File: src/rtl/core/sgcm_pkg.sv
// Shared types, constants and functions of the SM4-GCM engine.
package sgcm_pkg;

    typedef enum logic [1:0] {
        REQ_START  = 2'd0,
        REQ_AAD    = 2'd1,
        REQ_TEXT   = 2'd2,
        REQ_FINISH = 2'd3
    } t_req;

    typedef enum logic [4:0] {
        PH_IDLE      = 5'b00001,
        PH_AAD       = 5'b00010,
        PH_AAD_DONE  = 5'b00100,
        PH_TEXT      = 5'b01000,
        PH_TEXT_DONE = 5'b10000
    } t_phase;

    localparam logic [2:0] CFG_KEY_HI = 3'd0;
    localparam logic [2:0] CFG_KEY_LO = 3'd1;
    localparam logic [2:0] CFG_IV_HI  = 3'd2;
    localparam logic [2:0] CFG_IV_LO  = 3'd3;
    localparam logic [2:0] CFG_MODE   = 3'd4;

    localparam logic [31:0] FK0 = 32'ha3b1bac6;
    localparam logic [31:0] FK1 = 32'h56aa3350;
    localparam logic [31:0] FK2 = 32'h677d9197;
    localparam logic [31:0] FK3 = 32'hb27022dc;
    localparam logic [7:0]  GF_POLY = 8'he1;

    // Classified command from the front part to the back part.
    typedef struct packed {
        t_req        req;
        logic        seq_err;
        logic        skip;
        logic [4:0]  nbytes;
        logic [63:0] data_hi;
        logic [63:0] data_lo;
    } t_cmd;

    function automatic logic [7:0] sbox(input logic [7:0] a);
        logic [7:0] t [256];
        t = '{
        8'hd6,8'h90,8'he9,8'hfe,8'hcc,8'he1,8'h3d,8'hb7,8'h16,8'hb6,8'h14,8'hc2,8'h28,8'hfb,8'h2c,8'h05,
        8'h2b,8'h67,8'h9a,8'h76,8'h2a,8'hbe,8'h04,8'hc3,8'haa,8'h44,8'h13,8'h26,8'h49,8'h86,8'h06,8'h99,
        8'h9c,8'h42,8'h50,8'hf4,8'h91,8'hef,8'h98,8'h7a,8'h33,8'h54,8'h0b,8'h43,8'hed,8'hcf,8'hac,8'h62,
        8'he4,8'hb3,8'h1c,8'ha9,8'hc9,8'h08,8'he8,8'h95,8'h80,8'hdf,8'h94,8'hfa,8'h75,8'h8f,8'h3f,8'ha6,
        8'h47,8'h07,8'ha7,8'hfc,8'hf3,8'h73,8'h17,8'hba,8'h83,8'h59,8'h3c,8'h19,8'he6,8'h85,8'h4f,8'ha8,
        8'h68,8'h6b,8'h81,8'hb2,8'h71,8'h64,8'hda,8'h8b,8'hf8,8'heb,8'h0f,8'h4b,8'h70,8'h56,8'h9d,8'h35,
        8'h1e,8'h24,8'h0e,8'h5e,8'h63,8'h58,8'hd1,8'ha2,8'h25,8'h22,8'h7c,8'h3b,8'h01,8'h21,8'h78,8'h87,
        8'hd4,8'h00,8'h46,8'h57,8'h9f,8'hd3,8'h27,8'h52,8'h4c,8'h36,8'h02,8'he7,8'ha0,8'hc4,8'hc8,8'h9e,
        8'hea,8'hbf,8'h8a,8'hd2,8'h40,8'hc7,8'h38,8'hb5,8'ha3,8'hf7,8'hf2,8'hce,8'hf9,8'h61,8'h15,8'ha1,
        8'he0,8'hae,8'h5d,8'ha4,8'h9b,8'h34,8'h1a,8'h55,8'had,8'h93,8'h32,8'h30,8'hf5,8'h8c,8'hb1,8'he3,
        8'h1d,8'hf6,8'he2,8'h2e,8'h82,8'h66,8'hca,8'h60,8'hc0,8'h29,8'h23,8'hab,8'h0d,8'h53,8'h4e,8'h6f,
        8'hd5,8'hdb,8'h37,8'h45,8'hde,8'hfd,8'h8e,8'h2f,8'h03,8'hff,8'h6a,8'h72,8'h6d,8'h6c,8'h5b,8'h51,
        8'h8d,8'h1b,8'haf,8'h92,8'hbb,8'hdd,8'hbc,8'h7f,8'h11,8'hd9,8'h5c,8'h41,8'h1f,8'h10,8'h5a,8'hd8,
        8'h0a,8'hc1,8'h31,8'h88,8'ha5,8'hcd,8'h7b,8'hbd,8'h2d,8'h74,8'hd0,8'h12,8'hb8,8'he5,8'hb4,8'hb0,
        8'h89,8'h69,8'h97,8'h4a,8'h0c,8'h96,8'h77,8'h7e,8'h65,8'hb9,8'hf1,8'h09,8'hc5,8'h6e,8'hc6,8'h84,
        8'h18,8'hf0,8'h7d,8'hec,8'h3a,8'hdc,8'h4d,8'h20,8'h79,8'hee,8'h5f,8'h3e,8'hd7,8'hcb,8'h39,8'h48};
        return t[a];
    endfunction

    function automatic logic [31:0] tau(input logic [31:0] x);
        return {sbox(x[31:24]), sbox(x[23:16]), sbox(x[15:8]), sbox(x[7:0])};
    endfunction

    function automatic logic [31:0] ck_word(input logic [4:0] i);
        logic [7:0] b0;
        b0 = {i, 2'b00} * 8'd7;
        return {b0, b0 + 8'd7, b0 + 8'd14, b0 + 8'd21};
    endfunction

    // Mask that keeps the leading n bytes of a 128-bit block.
    function automatic logic [127:0] byte_mask(input logic [4:0] n);
        logic [127:0] m;
        for (int k = 0; k < 16; k++) begin
            m[127 - 8 * k -: 8] = (5'(k) < n) ? 8'hff : 8'h00;
        end
        return m;
    endfunction

endpackage

File: src/rtl/core/sgcm_queue.sv
// Two-entry queue of classified commands between front and back.
module sgcm_queue (
    input  logic           i_clk,
    input  logic           i_rst_n,
    input  logic           i_wr_valid,
    output logic           o_wr_ready,
    input  sgcm_pkg::t_cmd i_wr_cmd,
    output logic           o_rd_valid,
    input  logic           i_rd_ready,
    output sgcm_pkg::t_cmd o_rd_cmd
);
    sgcm_pkg::t_cmd r_mem [2];
    logic           r_wp, r_rp;
    logic [1:0]     r_cnt;
    logic           wr, rd;

    assign o_wr_ready = r_cnt != 2'd2;
    assign o_rd_valid = r_cnt != 2'd0;
    assign o_rd_cmd = r_mem[r_rp];
    assign wr = i_wr_valid && o_wr_ready;
    assign rd = o_rd_valid && i_rd_ready;

    always_ff @(posedge i_clk) begin
        if (wr) begin
            r_mem[r_wp] <= i_wr_cmd;
        end
    end

    always_ff @(posedge i_clk) begin
        if (!i_rst_n) begin
            r_wp  <= 1'b0;
            r_rp  <= 1'b0;
            r_cnt <= 2'd0;
        end else begin
            if (wr) begin
                r_wp <= ~r_wp;
            end
            if (rd) begin
                r_rp <= ~r_rp;
            end
            r_cnt <= r_cnt + {1'b0, wr} - {1'b0, rd};
        end
    end
endmodule

File: config.mk
export PLATFORM = sky130hd
export DESIGN_NAME = sgcm_queue
export DESIGN_NICKNAME = d
export VERILOG_FILES = /design/src/rtl/core/sgcm_pkg.sv /design/src/rtl/core/sgcm_queue.sv
export SDC_FILE = /design/constraint.sdc
export NUM_CORES = 1
export LEC_CHECK = 0
export BUFFER_PORTS_ARGS = -buffer_cell sky130_fd_sc_hd__buf_2
export CAP_MARGIN = 10
export CORE_MARGIN = 5
export CORE_UTILIZATION = 56
export DETAILED_ROUTE_END_ITERATION = 10
export PLACE_DENSITY = 0.85
export RECOVER_POWER = 100
export SLEW_MARGIN = 30
export SYNTH_ARGS = -nofsm -noshare
export SYNTH_HDL_FRONTEND = slang
export SYNTH_SLANG_ARGS = --single-unit
File: constraint.sdc
create_clock -name i_clk -period 21.1 [get_ports i_clk]
set_input_delay 2.11 -clock i_clk [delete_from_list [all_inputs] [get_ports i_clk]]
set_output_delay 2.11 -clock i_clk [all_outputs]
set_load 0.02 [all_outputs]
==> out/metrics.yaml <==
required_ps: 21160
drv_slew: 389
grt_max_degree: 78
die_w_um: 145
cap_violations: 7
drive_gt1_share_pct: 29.6
syn_area_mm2: 0.0102
power.switching_mw: 0.448
r2r_cells: 4
drt-vias-per-instance: 5.31
p_leak_nw: 4.07
critPathLaunchType: "primary input"
grt.total_usage_pct: 18.4
seqPwrFrac_pct: 47.8
yosysWarningCount: 0
cts.sinks: 279
clock_skew_ps: 8.70
critPathKind: "primary input to flop"
firstDrtPassIters: 6
hold_path_class: "flop to flop"
syn_to_final_growth_pct: 19.9
cp.depth: 4
clockBufferDepth: 3
grt_overflow: 0
clkLatencyLatePin_ps: 510
hold_depth: 2
maxSlewHeadroom_pct: -161
clk_pin_slew_ps: 60
endpoint_kind: "flop"
max_freq_mhz: 130
yosys-top-cells-area: "edfxtp_1 (81%), mux2_2 (15%), clkbuf_8 (1.3%), dfxtp_1 (0.98%), buf_6 (0.55%)"
ys_ff_latch: 279
cts_root_buf: "clkbuf_16"
cts_resized: 0
finalHoldViolCount: 0
p_sw_share_pct: 29.3
cts_buffers: 27
ant_nets: 0
grt_pass1_wl_mm: 31.2
gp_congestion: 0.758
cp_top_family: "buffers and inverters"
fin_crit_sh_pct: 36.5
wl_mm: 20.1
worstPathCellList: "clkbuf_1, and3_1, clkbuf_1, clkbuf_1"
setup_viol: 0
internal_power_mw: 1.08
tns_ps: 0
layout.cells.most_common_list: "edfxtp_1 (274), clkbuf_1 (226), mux2_2 (125)"
outcome: "finished, violations left"
final_common_cell: "edfxtp_1"
nNetsFinal: 892
rsz0062_at_grt: "false"
critPathSlowestCell: "clkbuf_1"
drc: 0
min_period_ps: 7700
ir_drop_mv: 0.116
clockPowerShare_pct: 27.3
critPathBufInv: 3
yosysTopAreaCell: "edfxtp_1"
die_y_um: 145
htreeDepth: 1
postCtsHoldBufs: 0
cp_data_arrival_time_ps: 7760
cpPeakStageDelay_ps: 2120
tightest_slew_ps: 3920
powerDensity_mw_per_mm2: 125
grt_antenna_before_repair: 2
cts_tree: "done"
core-area_mm2: 0.0180
critPathMostFrequentCell: "clkbuf_1"
syn_avg_cell_area_um2: 22.7
syn_inst: 450
first_global_vias: 5832
cts_setup_buffers: 0
io_buffer_count: 279
dr_total_vias: 5291
cp_max_fo: 60
synth_nets: 593
die-area_mm2: 0.0210
fillers: 1262
ios: 280
rows: 49
p_total_mw: 1.53
synth_top_area_share_pct: 80.7
wl_per_cell_um: 20.2
synthDistinctLibCells: 17
violations: "capacitance limit, slew limit"
initial_utilization_pct: 56.8
seq_area_frac_synth_pct: 81.7
post-route-util_pct: 68.1
dpl.hpwl_mm: 13.8
power_frac_comb_pct: 24.9
drt_iter0_drc: 281
[cells in the mapped netlist]
cell      number
nor2b_1        2
clkbuf_8      10
or2_2          1
nand2_1        2
dfxtp_1        5
mux2i_1        1
edfxtp_1     274
inv_1          1
o21a_1         1
and3_1         1
and2_1         2
nand2b_1       2
xnor2_1        3
buf_6          5
ha_1           2
nor2_1         1
mux2_2       137
[worst register-to-register path, delay by kind of cell, from the launching register on]
family	cells	cell delay, ps
buffers and inverters	2	3500
flip-flops	1	360
AND/OR/NAND/NOR	2	2180
[cell families (layout without fill, tap and decap cells)]
family / Yosys count / in the layout / synth area share, %
AO/OA/AOI/OAI: 1 / 1 / 0.0736
AND/OR/NAND/NOR: 11 / 11 / 0.601
buffers and inverters: 16 / 332 / 1.94
XOR/XNOR: 3 / 3 / 0.258
multiplexers: 138 / 138 / 15.2
flip-flops: 279 / 279 / 81.7
other: 0 / 1 / 0
adder cells (fa/ha/maj): 2 / 2 / 0.245
[sequential cells by signal, summed over array words and instances, names as in the netlist, named ones only]
name   flops
r_cnt      2
r_mem    274
r_rp       1
r_wp       1
[routing by layer]
metal | up-vias | wire length [µm] | global-route usage, %
met2 | 242 | 10500 | 32.8
met5 | - | 7 | 0
met4 | 2 | 784 | 6.73
met3 | 62 | 1690 | 5.18
li1 | 2389 | - | -
met1 | 2596 | 7170 | 21.3
[power groups by stage]
stage | clock network (mW) | registers (mW) | logic [mW]
6_report | 0.418 | 0.731 | 0.381
4_1_cts | 0.428 | 0.735 | 0.393
3_3_place_gp | 0 | 0.739 | 0.379
3_5_place_dp | 0 | 0.746 | 0.390
2_1_floorplan | 0 | 0.734 | 0.293
5_1_grt | 0.453 | 0.737 | 0.408
[per-stage QoR]
stage	instance area [µm²]	hold slack [ps]	worst slack, ps	cells
6_report	12200	552	13400	996
5_1_grt	12200	604	12880	996
4_1_cts	12500	557	15980	994
3_5_place_dp	11800	549	16540	948
3_3_place_gp	11700	502	16590	947
2_1_floorplan	10200	455	12560	450
[path summary, 6_finish.rpt]
check	endpoint	start	slack (ps)
max	r_mem[1][122]	i_wr_valid	13400
min	r_wp	r_wp	550
max reg2reg	r_mem[1][122]	r_cnt[0]	14570
min reg2reg	r_wp	r_wp	550
[area by class of cell]
cell class              count  area, µm²  area share, %
flip-flops and latches    279       8330           68.1
multi-input cells         155       1680           13.7
repair buffers            285       1150           9.42
clock buffers              36        729           5.97
well taps                 229        287           2.34
clock inverters            10       43.8          0.358
inverters                   1       3.75         0.0307
diodes                      1       2.50         0.0205
Power figures use the tool's default switching activity.
