==> config.mk <==
export PLATFORM = sky130hd
export DESIGN_NAME = sgcm_front_flat
export DESIGN_NICKNAME = d
export VERILOG_FILES = /design/src/rtl/core/sgcm_pkg.sv /design/src/rtl/core/sgcm_if.sv /design/src/rtl/core/sgcm_front.sv /design/src/flat_wrapper.sv
export SDC_FILE = /design/constraint.sdc
export NUM_CORES = 1
export LEC_CHECK = 0
export ABC_AREA = 1
export BUFFER_PORTS_ARGS = -buffer_cell sky130_fd_sc_hd__buf_2
export CAP_MARGIN = 20
export CORE_AREA = 2 2 108 110
export CTS_CLUSTER_SIZE = 25
export DETAILED_ROUTE_END_ITERATION = 6
export DIE_AREA = 0 0 110 112
export GPL_TIMING_DRIVEN = 0
export MAX_ROUTING_LAYER = met4
export PLACE_DENSITY = 0.55
export SYNTH_ARGS = -nofsm -noshare
export SYNTH_HDL_FRONTEND = slang
export SYNTH_SLANG_ARGS = --single-unit
==> constraint.sdc <==
create_clock -name i_clk -period 1.5 [get_ports i_clk]
set_clock_uncertainty 0.05 [all_clocks]
set_input_delay 0.15 -clock i_clk [delete_from_list [all_inputs] [get_ports i_clk]]
set_output_delay 0.15 -clock i_clk [all_outputs]
set_load 0.02 [all_outputs]
==> src/rtl/core/sgcm_pkg.sv <==
// Shared types, constants and functions of the SM4-GCM engine.
package sgcm_pkg;

    typedef enum logic [1:0] {
        REQ_START  = 2'd0,
        REQ_AAD    = 2'd1,
        REQ_TEXT   = 2'd2,
        REQ_FINISH = 2'd3
    } t_req;

    typedef enum logic [4:0] {
        PH_IDLE      = 5'b00001,
        PH_AAD       = 5'b00010,
        PH_AAD_DONE  = 5'b00100,
        PH_TEXT      = 5'b01000,
        PH_TEXT_DONE = 5'b10000
    } t_phase;

    localparam logic [2:0] CFG_KEY_HI = 3'd0;
    localparam logic [2:0] CFG_KEY_LO = 3'd1;
    localparam logic [2:0] CFG_IV_HI  = 3'd2;
    localparam logic [2:0] CFG_IV_LO  = 3'd3;
    localparam logic [2:0] CFG_MODE   = 3'd4;

    localparam logic [31:0] FK0 = 32'ha3b1bac6;
    localparam logic [31:0] FK1 = 32'h56aa3350;
    localparam logic [31:0] FK2 = 32'h677d9197;
    localparam logic [31:0] FK3 = 32'hb27022dc;
    localparam logic [7:0]  GF_POLY = 8'he1;

    // Classified command from the front part to the back part.
    typedef struct packed {
        t_req        req;
        logic        seq_err;
        logic        skip;
        logic [4:0]  nbytes;
        logic [63:0] data_hi;
        logic [63:0] data_lo;
    } t_cmd;

    function automatic logic [7:0] sbox(input logic [7:0] a);
        logic [7:0] t [256];
        t = '{
        8'hd6,8'h90,8'he9,8'hfe,8'hcc,8'he1,8'h3d,8'hb7,8'h16,8'hb6,8'h14,8'hc2,8'h28,8'hfb,8'h2c,8'h05,
        8'h2b,8'h67,8'h9a,8'h76,8'h2a,8'hbe,8'h04,8'hc3,8'haa,8'h44,8'h13,8'h26,8'h49,8'h86,8'h06,8'h99,
        8'h9c,8'h42,8'h50,8'hf4,8'h91,8'hef,8'h98,8'h7a,8'h33,8'h54,8'h0b,8'h43,8'hed,8'hcf,8'hac,8'h62,
        8'he4,8'hb3,8'h1c,8'ha9,8'hc9,8'h08,8'he8,8'h95,8'h80,8'hdf,8'h94,8'hfa,8'h75,8'h8f,8'h3f,8'ha6,
        8'h47,8'h07,8'ha7,8'hfc,8'hf3,8'h73,8'h17,8'hba,8'h83,8'h59,8'h3c,8'h19,8'he6,8'h85,8'h4f,8'ha8,
        8'h68,8'h6b,8'h81,8'hb2,8'h71,8'h64,8'hda,8'h8b,8'hf8,8'heb,8'h0f,8'h4b,8'h70,8'h56,8'h9d,8'h35,
        8'h1e,8'h24,8'h0e,8'h5e,8'h63,8'h58,8'hd1,8'ha2,8'h25,8'h22,8'h7c,8'h3b,8'h01,8'h21,8'h78,8'h87,
        8'hd4,8'h00,8'h46,8'h57,8'h9f,8'hd3,8'h27,8'h52,8'h4c,8'h36,8'h02,8'he7,8'ha0,8'hc4,8'hc8,8'h9e,
        8'hea,8'hbf,8'h8a,8'hd2,8'h40,8'hc7,8'h38,8'hb5,8'ha3,8'hf7,8'hf2,8'hce,8'hf9,8'h61,8'h15,8'ha1,
        8'he0,8'hae,8'h5d,8'ha4,8'h9b,8'h34,8'h1a,8'h55,8'had,8'h93,8'h32,8'h30,8'hf5,8'h8c,8'hb1,8'he3,
        8'h1d,8'hf6,8'he2,8'h2e,8'h82,8'h66,8'hca,8'h60,8'hc0,8'h29,8'h23,8'hab,8'h0d,8'h53,8'h4e,8'h6f,
        8'hd5,8'hdb,8'h37,8'h45,8'hde,8'hfd,8'h8e,8'h2f,8'h03,8'hff,8'h6a,8'h72,8'h6d,8'h6c,8'h5b,8'h51,
        8'h8d,8'h1b,8'haf,8'h92,8'hbb,8'hdd,8'hbc,8'h7f,8'h11,8'hd9,8'h5c,8'h41,8'h1f,8'h10,8'h5a,8'hd8,
        8'h0a,8'hc1,8'h31,8'h88,8'ha5,8'hcd,8'h7b,8'hbd,8'h2d,8'h74,8'hd0,8'h12,8'hb8,8'he5,8'hb4,8'hb0,
        8'h89,8'h69,8'h97,8'h4a,8'h0c,8'h96,8'h77,8'h7e,8'h65,8'hb9,8'hf1,8'h09,8'hc5,8'h6e,8'hc6,8'h84,
        8'h18,8'hf0,8'h7d,8'hec,8'h3a,8'hdc,8'h4d,8'h20,8'h79,8'hee,8'h5f,8'h3e,8'hd7,8'hcb,8'h39,8'h48};
        return t[a];
    endfunction

    function automatic logic [31:0] tau(input logic [31:0] x);
        return {sbox(x[31:24]), sbox(x[23:16]), sbox(x[15:8]), sbox(x[7:0])};
    endfunction

    function automatic logic [31:0] ck_word(input logic [4:0] i);
        logic [7:0] b0;
        b0 = {i, 2'b00} * 8'd7;
        return {b0, b0 + 8'd7, b0 + 8'd14, b0 + 8'd21};
    endfunction

    // Mask that keeps the leading n bytes of a 128-bit block.
    function automatic logic [127:0] byte_mask(input logic [4:0] n);
        logic [127:0] m;
        for (int k = 0; k < 16; k++) begin
            m[127 - 8 * k -: 8] = (5'(k) < n) ? 8'hff : 8'h00;
        end
        return m;
    endfunction

endpackage

==> src/rtl/core/sgcm_if.sv <==
// Valid/ready stream and configuration write interfaces.
interface sgcm_in_if;
    logic        valid;
    logic        ready;
    logic [1:0]  req_type;
    logic [63:0] data_hi;
    logic [63:0] data_lo;
    logic [4:0]  valid_bytes;
    modport source (output valid, req_type, data_hi, data_lo, valid_bytes, input ready);
    modport sink (input valid, req_type, data_hi, data_lo, valid_bytes, output ready);
endinterface


==> src/rtl/core/sgcm_front.sv <==
// Front part: accepts items, tracks the message phase and classifies each item.
module sgcm_front (
    input  logic                 i_clk,
    input  logic                 i_rst_n,
    sgcm_in_if.sink              in_ch,
    output logic                 o_cmd_valid,
    input  logic                 i_cmd_ready,
    output sgcm_pkg::t_cmd       o_cmd
);
    sgcm_pkg::t_phase r_phase, n_phase;
    sgcm_pkg::t_req   req;
    logic [4:0]       nb;
    logic             err;
    logic             acc;

    assign req = sgcm_pkg::t_req'(in_ch.req_type);
    assign nb = (in_ch.valid_bytes > 5'd16) ? 5'd16 : in_ch.valid_bytes;
    assign in_ch.ready = i_cmd_ready;
    assign o_cmd_valid = in_ch.valid;
    assign acc = in_ch.valid && i_cmd_ready;

    always_comb begin
        err = 1'b0;
        n_phase = r_phase;
        case (req)
            sgcm_pkg::REQ_START: begin
                n_phase = sgcm_pkg::PH_AAD;
            end
            sgcm_pkg::REQ_AAD: begin
                if (r_phase != sgcm_pkg::PH_AAD) begin
                    err = 1'b1;
                end else if (nb != 5'd0 && nb < 5'd16) begin
                    n_phase = sgcm_pkg::PH_AAD_DONE;
                end
            end
            sgcm_pkg::REQ_TEXT: begin
                if (r_phase != sgcm_pkg::PH_AAD && r_phase != sgcm_pkg::PH_AAD_DONE &&
                    r_phase != sgcm_pkg::PH_TEXT) begin
                    err = 1'b1;
                end else if (nb != 5'd0) begin
                    n_phase = (nb < 5'd16) ? sgcm_pkg::PH_TEXT_DONE : sgcm_pkg::PH_TEXT;
                end
            end
            default: begin
                if (r_phase == sgcm_pkg::PH_IDLE) begin
                    err = 1'b1;
                end else begin
                    n_phase = sgcm_pkg::PH_IDLE;
                end
            end
        endcase
    end

    always_comb begin
        o_cmd.req     = req;
        o_cmd.seq_err = err;
        o_cmd.skip    = (req == sgcm_pkg::REQ_AAD || req == sgcm_pkg::REQ_TEXT) && nb == 5'd0;
        o_cmd.nbytes  = nb;
        o_cmd.data_hi = in_ch.data_hi;
        o_cmd.data_lo = in_ch.data_lo;
    end

    always_ff @(posedge i_clk) begin
        if (!i_rst_n) begin
            r_phase <= sgcm_pkg::PH_IDLE;
        end else if (acc) begin
            r_phase <= n_phase;
        end
    end
endmodule

==> src/flat_wrapper.sv <==
// flat-port wrapper written by rule: the top's interface ports become plain ports
module sgcm_front_flat 
  (i_clk, i_rst_n, o_cmd_valid, i_cmd_ready, o_cmd, in_ch_valid, in_ch_req_type, in_ch_data_hi, in_ch_data_lo, in_ch_valid_bytes, in_ch_ready);
  sgcm_in_if in_ch_i ();
  input  logic i_clk;
  input  logic i_rst_n;
  output logic o_cmd_valid;
  input  logic i_cmd_ready;
  output sgcm_pkg::t_cmd o_cmd;
  input wire logic [$bits(in_ch_i.valid)-1:0] in_ch_valid;
  input wire logic [$bits(in_ch_i.req_type)-1:0] in_ch_req_type;
  input wire logic [$bits(in_ch_i.data_hi)-1:0] in_ch_data_hi;
  input wire logic [$bits(in_ch_i.data_lo)-1:0] in_ch_data_lo;
  input wire logic [$bits(in_ch_i.valid_bytes)-1:0] in_ch_valid_bytes;
  output wire logic [$bits(in_ch_i.ready)-1:0] in_ch_ready;
  assign in_ch_i.valid = in_ch_valid;
  assign in_ch_i.req_type = in_ch_req_type;
  assign in_ch_i.data_hi = in_ch_data_hi;
  assign in_ch_i.data_lo = in_ch_data_lo;
  assign in_ch_i.valid_bytes = in_ch_valid_bytes;
  assign in_ch_ready = in_ch_i.ready;
  sgcm_front u_core (.i_clk(i_clk), .i_rst_n(i_rst_n), .in_ch(in_ch_i), .o_cmd_valid(o_cmd_valid), .i_cmd_ready(i_cmd_ready), .o_cmd(o_cmd));
endmodule
==> results of run 1 <==
[timing repair]
| action | 4_1_cts | 5_1_grt |
|---|---|---|
| endpoints found under the setup margin | 1 | 1 |
| gates resized for setup | 7 | 2 |
| pin swaps | 4 | 4 |
| buffers inserted | 0 | 1 |
[power breakdown]
part           switching [mW]  internal (mW)
sequential            0.00793          0.144
clock                  0.0878          0.352
combinational           0.451          0.411
total                   0.547          0.907
[per-layer routing]
layer  wire [um]  vias to the layer above  track usage, %  part of all wire [%]
li1            -                      831               -                     -
met1        1017                      691           4.302                    26
met2        2279                      138           10.14                    58
met3         538                        5          0.3513                    14
met4          69                        0           2.785                   1.8
met5           0                        -               -                     0
[cell usage after synthesis (2+ instances only)]
cell,count
nand3_4,2
ha_1,4
nand2_1,20
nand2_4,2
a21oi_1,2
a21boi_0,2
nor2_1,14
nor2_2,5
buf_4,133
dfxtp_1,5
nand3_1,5
inv_1,10
inv_2,5
nor2_4,2
[per-stage QoR]
step / hold slack, ns / utilization, % / instance area [um^2] / std cells
floorplan: 0.1846 / - / 1545 / 219
global placement: 0.3400 / 22.10 / 2470 / 511
detailed placement: 0.3426 / 22.10 / 2470 / 511
CTS: 0.1094 / 22.93 / 2562 / 514
global route: 0.1210 / 23.02 / 2572 / 515
finish: 0.1078 / 23.02 / 2572 / 515
[worst max-delay path, stage by stage (launching register included)]
cell	delay, ns
dfxtp_2	0.33
nor2_4	0.14
nand2_2	0.09
nor2_2	0.11
nand2_1	0.10
o21ai_4	0.08
buf_6	0.13
[layout make-up]
class | instances | area share [%]
clock buffer | 4 | 3.064
buffer | 133 | 38.67
timing repair buffer | 150 | 29.52
sequential | 5 | 4.037
tap | 143 | 6.955
multi-input combinational | 64 | 15.32
inverter | 16 | 2.432
[worst min-delay path by stage]
stage	to	slack, ns
2_1_floorplan	u_core.r_phase[0]	0.18
3_3_place_gp	u_core.r_phase[0]	0.34
3_5_place_dp	u_core.r_phase[0]	0.34
4_1_cts	u_core.r_phase[0]	0.11
5_1_grt	u_core.r_phase[0]	0.12
6_report	u_core.r_phase[0]	0.11
[cell families after synthesis]
logic type,Yosys count
buffers and inverters,150
and+or+nand+nor,54
AOI/OAI and AO/OA,6
DFF,5
adders and majority gates,4
==> results by group, run 1 <==
Hold path
  • Hold path cells: 2
  • Worst Hold Class: input pin to register
  • Worst Hold Launch: i_rst_n

Setup path
  • Worst EP arrival: 1.21 ns
  • R2R Path Start: u_core.r_phase[2]
  • Worst r2r path cells: 9
  • Critical Path Sink: o_cmd[134]
  • CP max FO: 3
  • Setup CP Type: register to output port
  • Startpoint Class: register
  • R2r endpoint: u_core.r_phase[1]
  • CP Data Required Time: 1.30 ns
  • Reg2Reg Setup Slack: 0.22 ns
  • CP startpoint: u_core.r_phase[2]
  • CP endpoint kind: output port

Die
  • FP Rows: 39
  • Die X: 110 um
  • Die Height: 112 um
  • Core Area: 11170 um^2
  • Initial Utilization: 13.83%
  • Num ports: 278
  • Die area: 12320 um^2

Synthesis
  • Area contributors post-synth: buf_4 65%, dfxtp_1 6.5%, nand2_1 4.9%, nor2_1 3.4%, ha_1 3.2%
  • Largest family of logic cells by synthesized area: buffers and inverters
  • Post-synthesis compound-gate area fraction: 2.429%
  • Synth Area in XOR/XNOR: 0%
  • Syn_area_per_cell: 7.056 um^2
  • Simple-gate area share of the yosys netlist: 18.95%
  • Top cell type's share of synthesized area: 64.62%
  • Mapped cell area: 1545 um^2
  • Fraction of registers with async set/reset: 0%
  • Post-synthesis sequential area ratio: 6.478%
  • Syn. warnings: 0
  • Netlist cell types: 22
  • Synth Instances: 219
  • EDFF count, synth: 0
  • Synthesized flop and latch total: 5
  • Syn_nets: 362
  • Ys flop type: dfxtp_1
  • Adder-cell share of the synthesized area: 3.239%
  • Post-synth top area cell: buf_4
  • Multiplexer share of the synthesized area: 0%

Cells and area
  • Most flop-heavy register: u_core.r_phase
  • Share of post-route cells with drive strength above 1: 83.06%
  • Biggest regs: u_core.r_phase x5
  • Max reg flops: 5
  • Antenna diodes: 0
  • Final net count: 516
  • Fill cells: 1261
  • FF/Latch Area: 103.9 um^2
  • Multi-input logic area: 394.1 um^2
  • Area delta synth->final: 66.48%
  • Commonest non-fill, non-tap cell in the layout: buf_2
  • Commonest non-fill, non-tap cells in the layout: 148 x buf_2, 133 x buf_4, 20 x nand2_1

Timing
  • Fin crit share: 93.96%
  • Slew HR: 82.27%
  • Final setup violation count: 0
  • Worst slew pin tran: 0.2660 ns
  • Setup TNS: 0 ns
  • RSZ-0062 raised after global routing: false
  • Hold Vio Cnt, Final: 0
  • Final WS setup: 0.09064 ns
  • Max Fclk: 0.7095 GHz
  • Minimum clock period: 1.409 ns
  • Pins over their slew limit: 0

Detailed routing
  • DR vias: 1665
  • DRC: 0
  • Total Routed Length: 3.904 mm
  • Routed len/inst: 7.581 um
  • Antenna Nets Post-Route: 0
  • 1st-pass router iterations: 2
  • Routed vias/inst: 3.233
  • DR iter-0 viols: 6

CTS
  • CTS tree: yes
  • CTS max path bufs: 2
  • Clk root buf: clkbuf_16
  • Sink Count: 5
  • CTS Buf Count: 3
  • Skew-Pair Late Insertion Delay: 0.23 ns
  • CTS clk-pin slew, worst paths: 0.03 ns
  • H-tree depth: 1
  • Post-CTS Hold Fix Bufs: 0

Job
  • Max-Cap Viols: 0

Run status
  • Status: finished, final reports clean

Global routing
  • Largest net degree at the start of global routing: 8
  • Global router's overall resource usage: 5.004%
  • Total gr overflow: 0
  • First-pass GRT wire length: 4.912 mm
  • Initial antenna violation count: 0
  • Vias in the first global route: 1290

Pwr
  • Pwr Total: 1.454 mW
  • Power Density: 565.2 nW/um^2
  • Maximum vdd drop: 0.2157 mV
  • Leak pwr: 1.583 nW

Placement
  • Detail Placement HPWL: 3.702 mm
  • Port Buffers: 149
  • DP Worst Slack: -0.1794 ns
  • Gpl congestion: 0.7452
No activity file was read; power rests on OpenSTA's default activity.
==> run 2: changes to the inputs <==
clock period = 1.6 ns   (was 1.5 ns; I/O delays follow)
==> run 2 against run 1 <==
Against the previous run:
- critical path depth is the same
- sequential cell count is the same
- global-route usage stayed put
- combinational power is 7.0% lower
- largest power group unchanged
==> results by group, run 2 (synthesis results as in run 1) <==
Setup path
  • Worst r2r path cells: 8 (-1)
  • Setup CP Type: register to output port
  • CP endpoint kind: output port
  • Critical-path cell list: nor2_4 > nand2_2 > nand3_4 > nand2_4 > o21ai_2 > buf_6
  • Startpoint Class: register
  • CP max FO: 5 (+2)
  • Slowest-stage cell, CP: dfxtp_2
  • Worst EP arrival: 1.28 ns (+0.07 ns)
  • Worst path max stage delay: 0.33 ns (about the same)
  • CP Data Required Time: 1.39 ns (+0.09 ns)

CTS
  • Sink Count: 5 (unchanged)
  • CTS Buf Count: 3 (unchanged)
  • H-tree depth: 1 (unchanged)
  • Clk root buf: clkbuf_16
  • Post-CTS Hold Fix Bufs: 0 (unchanged)
  • CTS tree: yes
  • CTS max path bufs: 2 (unchanged)
  • Skew-Pair Late Insertion Delay: 0.23 ns (about the same)
  • CTS clk-pin slew, worst paths: 0.03 ns (about the same)

Cells and area
  • Area delta synth->final: 65.51%
  • Share of post-route cells with drive strength above 1: 83.02% (about the same)
  • Final net count: 515 (-0.19%)
  • Most flop-heavy register: u_core.r_phase
  • Design area: 2557 um^2 (-0.58%)
  • Antenna diodes: 0 (unchanged)
  • Biggest regs: u_core.r_phase x5
  • Commonest non-fill, non-tap cell in the layout: buf_2
  • Commonest non-fill, non-tap cells in the layout: 148 x buf_2, 132 x buf_4, 20 x nand2_1
  • Fin cells: 514 (-0.19%)
  • Max reg flops: 5 (unchanged)

Hold path
  • Hold path cells: 2 (unchanged)
  • Worst Hold Class: input pin to register

Global routing
  • Largest net degree at the start of global routing: 8 (unchanged)
  • Total gr overflow: 0 (unchanged)
  • First-pass GRT wire length: 4.912 mm (unchanged)
  • Initial antenna violation count: 0 (unchanged)
  • Vias in the first global route: 1291 (+0.078%)
  • Global router's overall resource usage: 5.004% (unchanged)

Timing
  • Pins over their slew limit: 0 (unchanged)
  • RSZ-0062 raised after global routing: false
  • Hold Vio Cnt, Final: 0 (unchanged)
  • Final setup violation count: 0 (unchanged)
  • Slew HR: 85.50% (+3.2 points)
  • Max Fclk: 0.6727 GHz
  • Minimum clock period: 1.487 ns
  • Worst slew pin tran: 0.2174 ns (-0.04857 ns)
  • Fin crit share: 92.91%

Die
  • FP Rows: 39 (unchanged)
  • Initial Utilization: 13.83% (unchanged)
  • Die Height: 112 um (unchanged)
  • Core Area: 11170 um^2 (unchanged)
  • Die X: 110 um (unchanged)
  • Die area: 12320 um^2 (unchanged)
  • Num ports: 278 (unchanged)

Pwr
  • Power Density: 530.8 nW/um^2 (-6.1%)
  • Leak pwr: 1.577 nW (-0.37%)
  • Maximum vdd drop: 0.2024 mV (-6.2%)

Detailed routing
  • DRC: 0 (unchanged)
  • DR vias: 1671 (+0.36%)
  • 1st-pass router iterations: 4 (+2)
  • Total Routed Length: 3.919 mm (+0.38%)
  • Routed vias/inst: 3.251 (+0.56%)
  • Routed len/inst: 7.625 um (+0.58%)
  • DR iter-0 viols: 7 (+1)
  • Antenna Nets Post-Route: 0 (unchanged)

Run status
  • Status: finished, final reports clean

Placement
  • Port Buffers: 149 (unchanged)
  • Detail Placement HPWL: 3.702 mm (unchanged)
  • Cell Area, Placed: 2470 um^2 (unchanged)
  • Cells after DPL: 511 (unchanged)
  • Gpl congestion: 0.7452 (unchanged)

Job
  • Max-Cap Viols: 0 (unchanged)
run 2: cell type report:
type	instances	area, um^2
Fill cell	1262	8617
Buffer	133	994.7
Tap cell	143	178.9
Sequential cell	5	103.9
Inverter	16	62.56
Multi-Input combinational cell	64	386.6
Timing Repair Buffer	149	752.0
Clock buffer	4	78.83
run 2: final timing paths:
path / end / slack (ns) / from
max reg2reg: u_core.r_phase[4] / 0.38 / u_core.r_phase[3]
max: o_cmd[134] / 0.11 / u_core.r_phase[3]
min: u_core.r_phase[0] / 0.12 / i_rst_n
min reg2reg: u_core.r_phase[0] / 0.44 / u_core.r_phase[0]
run 2: per-layer routing:
metal,global-route usage [%],routed length (um)
met5,-,0
met4,2.785,64
met3,0.3513,548
met2,10.14,2296
met1,4.302,1011
run 2: worst max-delay path, delay by kind of cell, from the launching register on:
family	cells	cell delay, ns
AOI/OAI and AO/OA	1	0.18
buffers and inverters	1	0.14
and+or+nand+nor	4	0.40
DFF	1	0.33
run 2: per-stage QoR:
stage	setup TNS, ns	utilization (%)	hold WS (ns)	setup slack, ns	power [mW]
CTS	0	22.86	0.1194	0.005038	1.370
global route	0	22.89	0.1310	0.04326	1.435
detailed placement	-0.09938	22.10	0.3526	-0.09938	0.9486
finish	0	22.89	0.1183	0.1134	1.357
floorplan	0	-	0.1946	0.3694	0.7481
global placement	-0.1278	22.10	0.3500	-0.1278	0.9425
run 2: timing repair:
action | in CTS | in global routing
resized for setup | 3 | 5
pin swaps | 0 | 3
endpoints found under the setup margin | 1 | 1
setup buffers | 0 | 0
endpoints found under the hold margin | 0 | 0
run 2: power by group:
| part | switching, mW | internal [mW] |
|---|---|---|
| registers | 0.00756 | 0.135 |
| logic | 0.421 | 0.381 |
| clock network | 0.0826 | 0.330 |
| total | 0.511 | 0.847 |
==> run 3: changes to the inputs <==
ABC_AREA = not set   (was 1)
CORE_AREA = 2 2 109 111   (was 2 2 108 110)
DIE_AREA = 0 0 111 113   (was 0 0 110 112)
PLACE_DENSITY = 0.53   (was 0.55)
==> run 3 against run 2 <==
Against the previous run:
- the flow now finishes with violations (negative setup slack)
- highest routed layer unchanged
- critical endpoint unchanged
- largest cell class unchanged
- routed wire length up 3.9%
- fmax down 22%
- core utilization down 0.88 points
==> results by group, run 3 <==
Setup path
  • CP max FO: 2 (-3)
  • Reg2Reg Setup Slack: -0.23 ns (-0.61 ns)
  • Startpoint Class: register
  • Worst EP arrival: 1.69 ns (+0.41 ns)
  • Slowest-stage cell, CP: or4b_1
  • Buf/Inv on CP: 1 (unchanged)
  • Setup CP Type: register to output port
  • Worst path max stage delay: 0.49 ns (+0.16 ns)
  • CP endpoint kind: output port
  • CP top delay family: simple AND/OR/NAND/NOR gates
  • Critical-path cell list: or4b_1 > o32a_1 > nand3_1 > o31ai_1 > buf_6
  • CP Data Required Time: 1.39 ns (about the same)

Global routing
  • Vias in the first global route: 1279 (-0.93%)
  • Global router's overall resource usage: 5.642% (+0.64 points)
  • Largest net degree at the start of global routing: 11 (+3)
  • Initial antenna violation count: 0 (unchanged)
  • First-pass GRT wire length: 5.457 mm (+11%)
  • Total gr overflow: 0 (unchanged)

Synthesis
  • Syn_area_per_cell: 7.815 um^2 (+11%)
  • Top cell type's share of synthesized area: 69.82% (+5.2 points)
  • Synth top cells by count: 133 x buf_4, 9 x nor2b_1, 6 x nand2_1
  • Area contributors post-synth: buf_4 70%, dfxtp_1 7.0%, nor2b_1 3.9%, ha_1 3.5%, mux2i_1 3.5%
  • Netlist cell types: 23 (+4.5%)
  • Leading cell type by number of instances after synthesis: buf_4
  • Synth Instances: 183 (-16%)
  • Fraction of registers with async set/reset: 0% (unchanged)
  • Ys flop type: dfxtp_1
  • EDFF count, synth: 0 (unchanged)
  • Post-synthesis sequential area ratio: 6.999% (+0.52 points)
  • Synthesized flop and latch total: 5 (unchanged)
  • Mapped cell area: 1430 um^2 (-7.4%)
  • Syn. warnings: 0 (unchanged)
  • Post-synth top area cell: buf_4
  • Syn_nets: 326 (-9.9%)

Die
  • Die Height: 113 um (+0.89%)
  • Die X: 111 um (+0.91%)
  • FP Rows: 39 (unchanged)
  • Die area: 12540 um^2 (+1.8%)
  • Core Area: 11270 um^2 (+0.87%)
  • Num ports: 278 (unchanged)
  • Initial Utilization: 12.69% (-1.1 points)

CTS
  • Clk root buf: clkbuf_16
  • H-tree depth: 1 (unchanged)
  • Skew-Pair Late Insertion Delay: 0.23 ns (about the same)
  • CTS max path bufs: 2 (unchanged)
  • CTS tree: yes
  • CTS clk-pin slew, worst paths: 0.03 ns (about the same)
  • CTS Buf Count: 3 (unchanged)
  • Sink Count: 5 (unchanged)

Cells and area
  • Fin cells: 479 (-6.8%)
  • Area delta synth->final: 73.49%
  • Commonest non-fill, non-tap cell in the layout: buf_2
  • Commonest non-fill, non-tap cells in the layout: 146 x buf_2, 133 x buf_4, 9 x nor2b_1
  • Most flop-heavy register: u_core.r_phase
  • Final net count: 480 (-6.8%)
  • Max reg flops: 5 (unchanged)
  • Biggest regs: u_core.r_phase x5
  • Design area: 2481 um^2 (-3.0%)
  • Antenna diodes: 0 (unchanged)
  • Util after Layout: 22.01% (-0.88 points)
  • Share of post-route cells with drive strength above 1: 87.20% (+4.2 points)
  • Fill cells: 1252 (-0.79%)

Detailed routing
  • DR vias: 1535 (-8.1%)
  • Antenna Nets Post-Route: 0 (unchanged)
  • Total Routed Length: 4.072 mm (+3.9%)
  • Metal3 WL: 637 um (+16%)
  • Uppermost layer routed: met4
  • Routed met1 length: 1.026 mm (+1.5%)
  • Routed len/inst: 8.501 um (+11%)
  • 1st-pass router iterations: 4 (unchanged)
  • Routed vias/inst: 3.205 (-1.4%)
  • WL met2: 2.326 mm (+1.3%)
  • DRC: 0 (unchanged)
  • DR iter-0 viols: 14 (+7)

Timing
  • Final WS setup: -0.3017 ns (-0.4151 ns)
  • Final setup violation count: 6 (+6)
  • Worst slew pin tran: 0.4161 ns (+0.1986 ns)
  • Setup TNS: -1.406 ns (-1.406 ns)
  • Hold Vio Cnt, Final: 0 (unchanged)
  • Fin crit share: 118.9% (+26 points)
  • RSZ-0062 raised after global routing: true
  • Max Fclk: 0.5258 GHz (-22%)
  • Pins over their slew limit: 0 (unchanged)
  • Minimum clock period: 1.902 ns (+0.4151 ns)
  • Worst hold slack: 0.2306 ns (+0.1124 ns)
  • Slew HR: 71.97% (-14 points)

Run status
  • Failing checks: negative setup slack
  • Status: complete, but fails checks

Placement
  • DP Worst Slack: -0.6562 ns (-0.5569 ns)
  • Cell Area, Placed: 2375 um^2 (-3.9%)
  • Port Buffers: 148 (-0.67%)
  • Cells after DPL: 474 (-7.2%)
  • Detail Placement HPWL: 3.798 mm (+2.6%)
  • Gpl congestion: 0.7850 (+5.3%)

Hold path
  • Worst Hold Class: input pin to register

Job
  • Max-Cap Viols: 0 (unchanged)

Pwr
  • Power Density: 516.6 nW/um^2 (-2.7%)
  • Maximum vdd drop: 0.2184 mV (+7.9%)
  • Pwr Total: 1.282 mW (-5.6%)
  • Leak pwr: 1.443 nW (-8.5%)
run 3: cell families after synthesis:
family / synth area share (%)
AND/OR/NAND/NOR: 10.67
flip-flops: 6.999
multiplexers: 3.500
adder cells (fa/ha/maj): 3.500
AO/OA/AOI/OAI: 4.200
buffers and inverters: 71.13
run 3: cell type report:
cell class / instances / area (um^2) / share of cell area, %
clock buffers: 4 / 78.83 / 3.177
inverters: 3 / 23.77 / 0.9581
flip-flops and latches: 5 / 103.9 / 4.186
plain buffers: 134 / 998.5 / 40.24
repair buffers: 150 / 772.0 / 31.11
multi-input cells: 40 / 325.3 / 13.11
well taps: 143 / 178.9 / 7.211
run 3: path summary, 6_finish.rpt:
check / start / end / cells after the start
max: u_core.r_phase[3] / o_cmd[134] / 5
min: in_ch_valid_bytes[4] / u_core.r_phase[3] / 3
max reg2reg: u_core.r_phase[3] / u_core.r_phase[3] / 5
min reg2reg: u_core.r_phase[2] / u_core.r_phase[2] / 2
run 3: worst min-delay path, cell delays in order:
cell and delay [ns]:
buf_2 0.15, nand3_1 0.08, mux2i_1 0.07
run 3: what timing repair did:
item,in CTS,in global routing
pin swaps,4,1
endpoints found under the setup margin,6,6
gates resized for setup,7,1
hold buffers,0,0
setup buffers,2,0
run 3: layer usage:
layer	up-vias	GRT usage (%)
li1	749	-
met1	624	4.279
met2	157	11.45
met3	5	1.768
met4	0	3.333
met5	-	-
run 3: power by group:
group	leakage [nW]	total, mW	internal, mW	switching, mW
clock	0.0382	0.412	0.330	0.0822
combinational	1.36	0.739	0.365	0.373
sequential	0.0420	0.131	0.128	0.00255
total	1.44	1.28	0.824	0.458
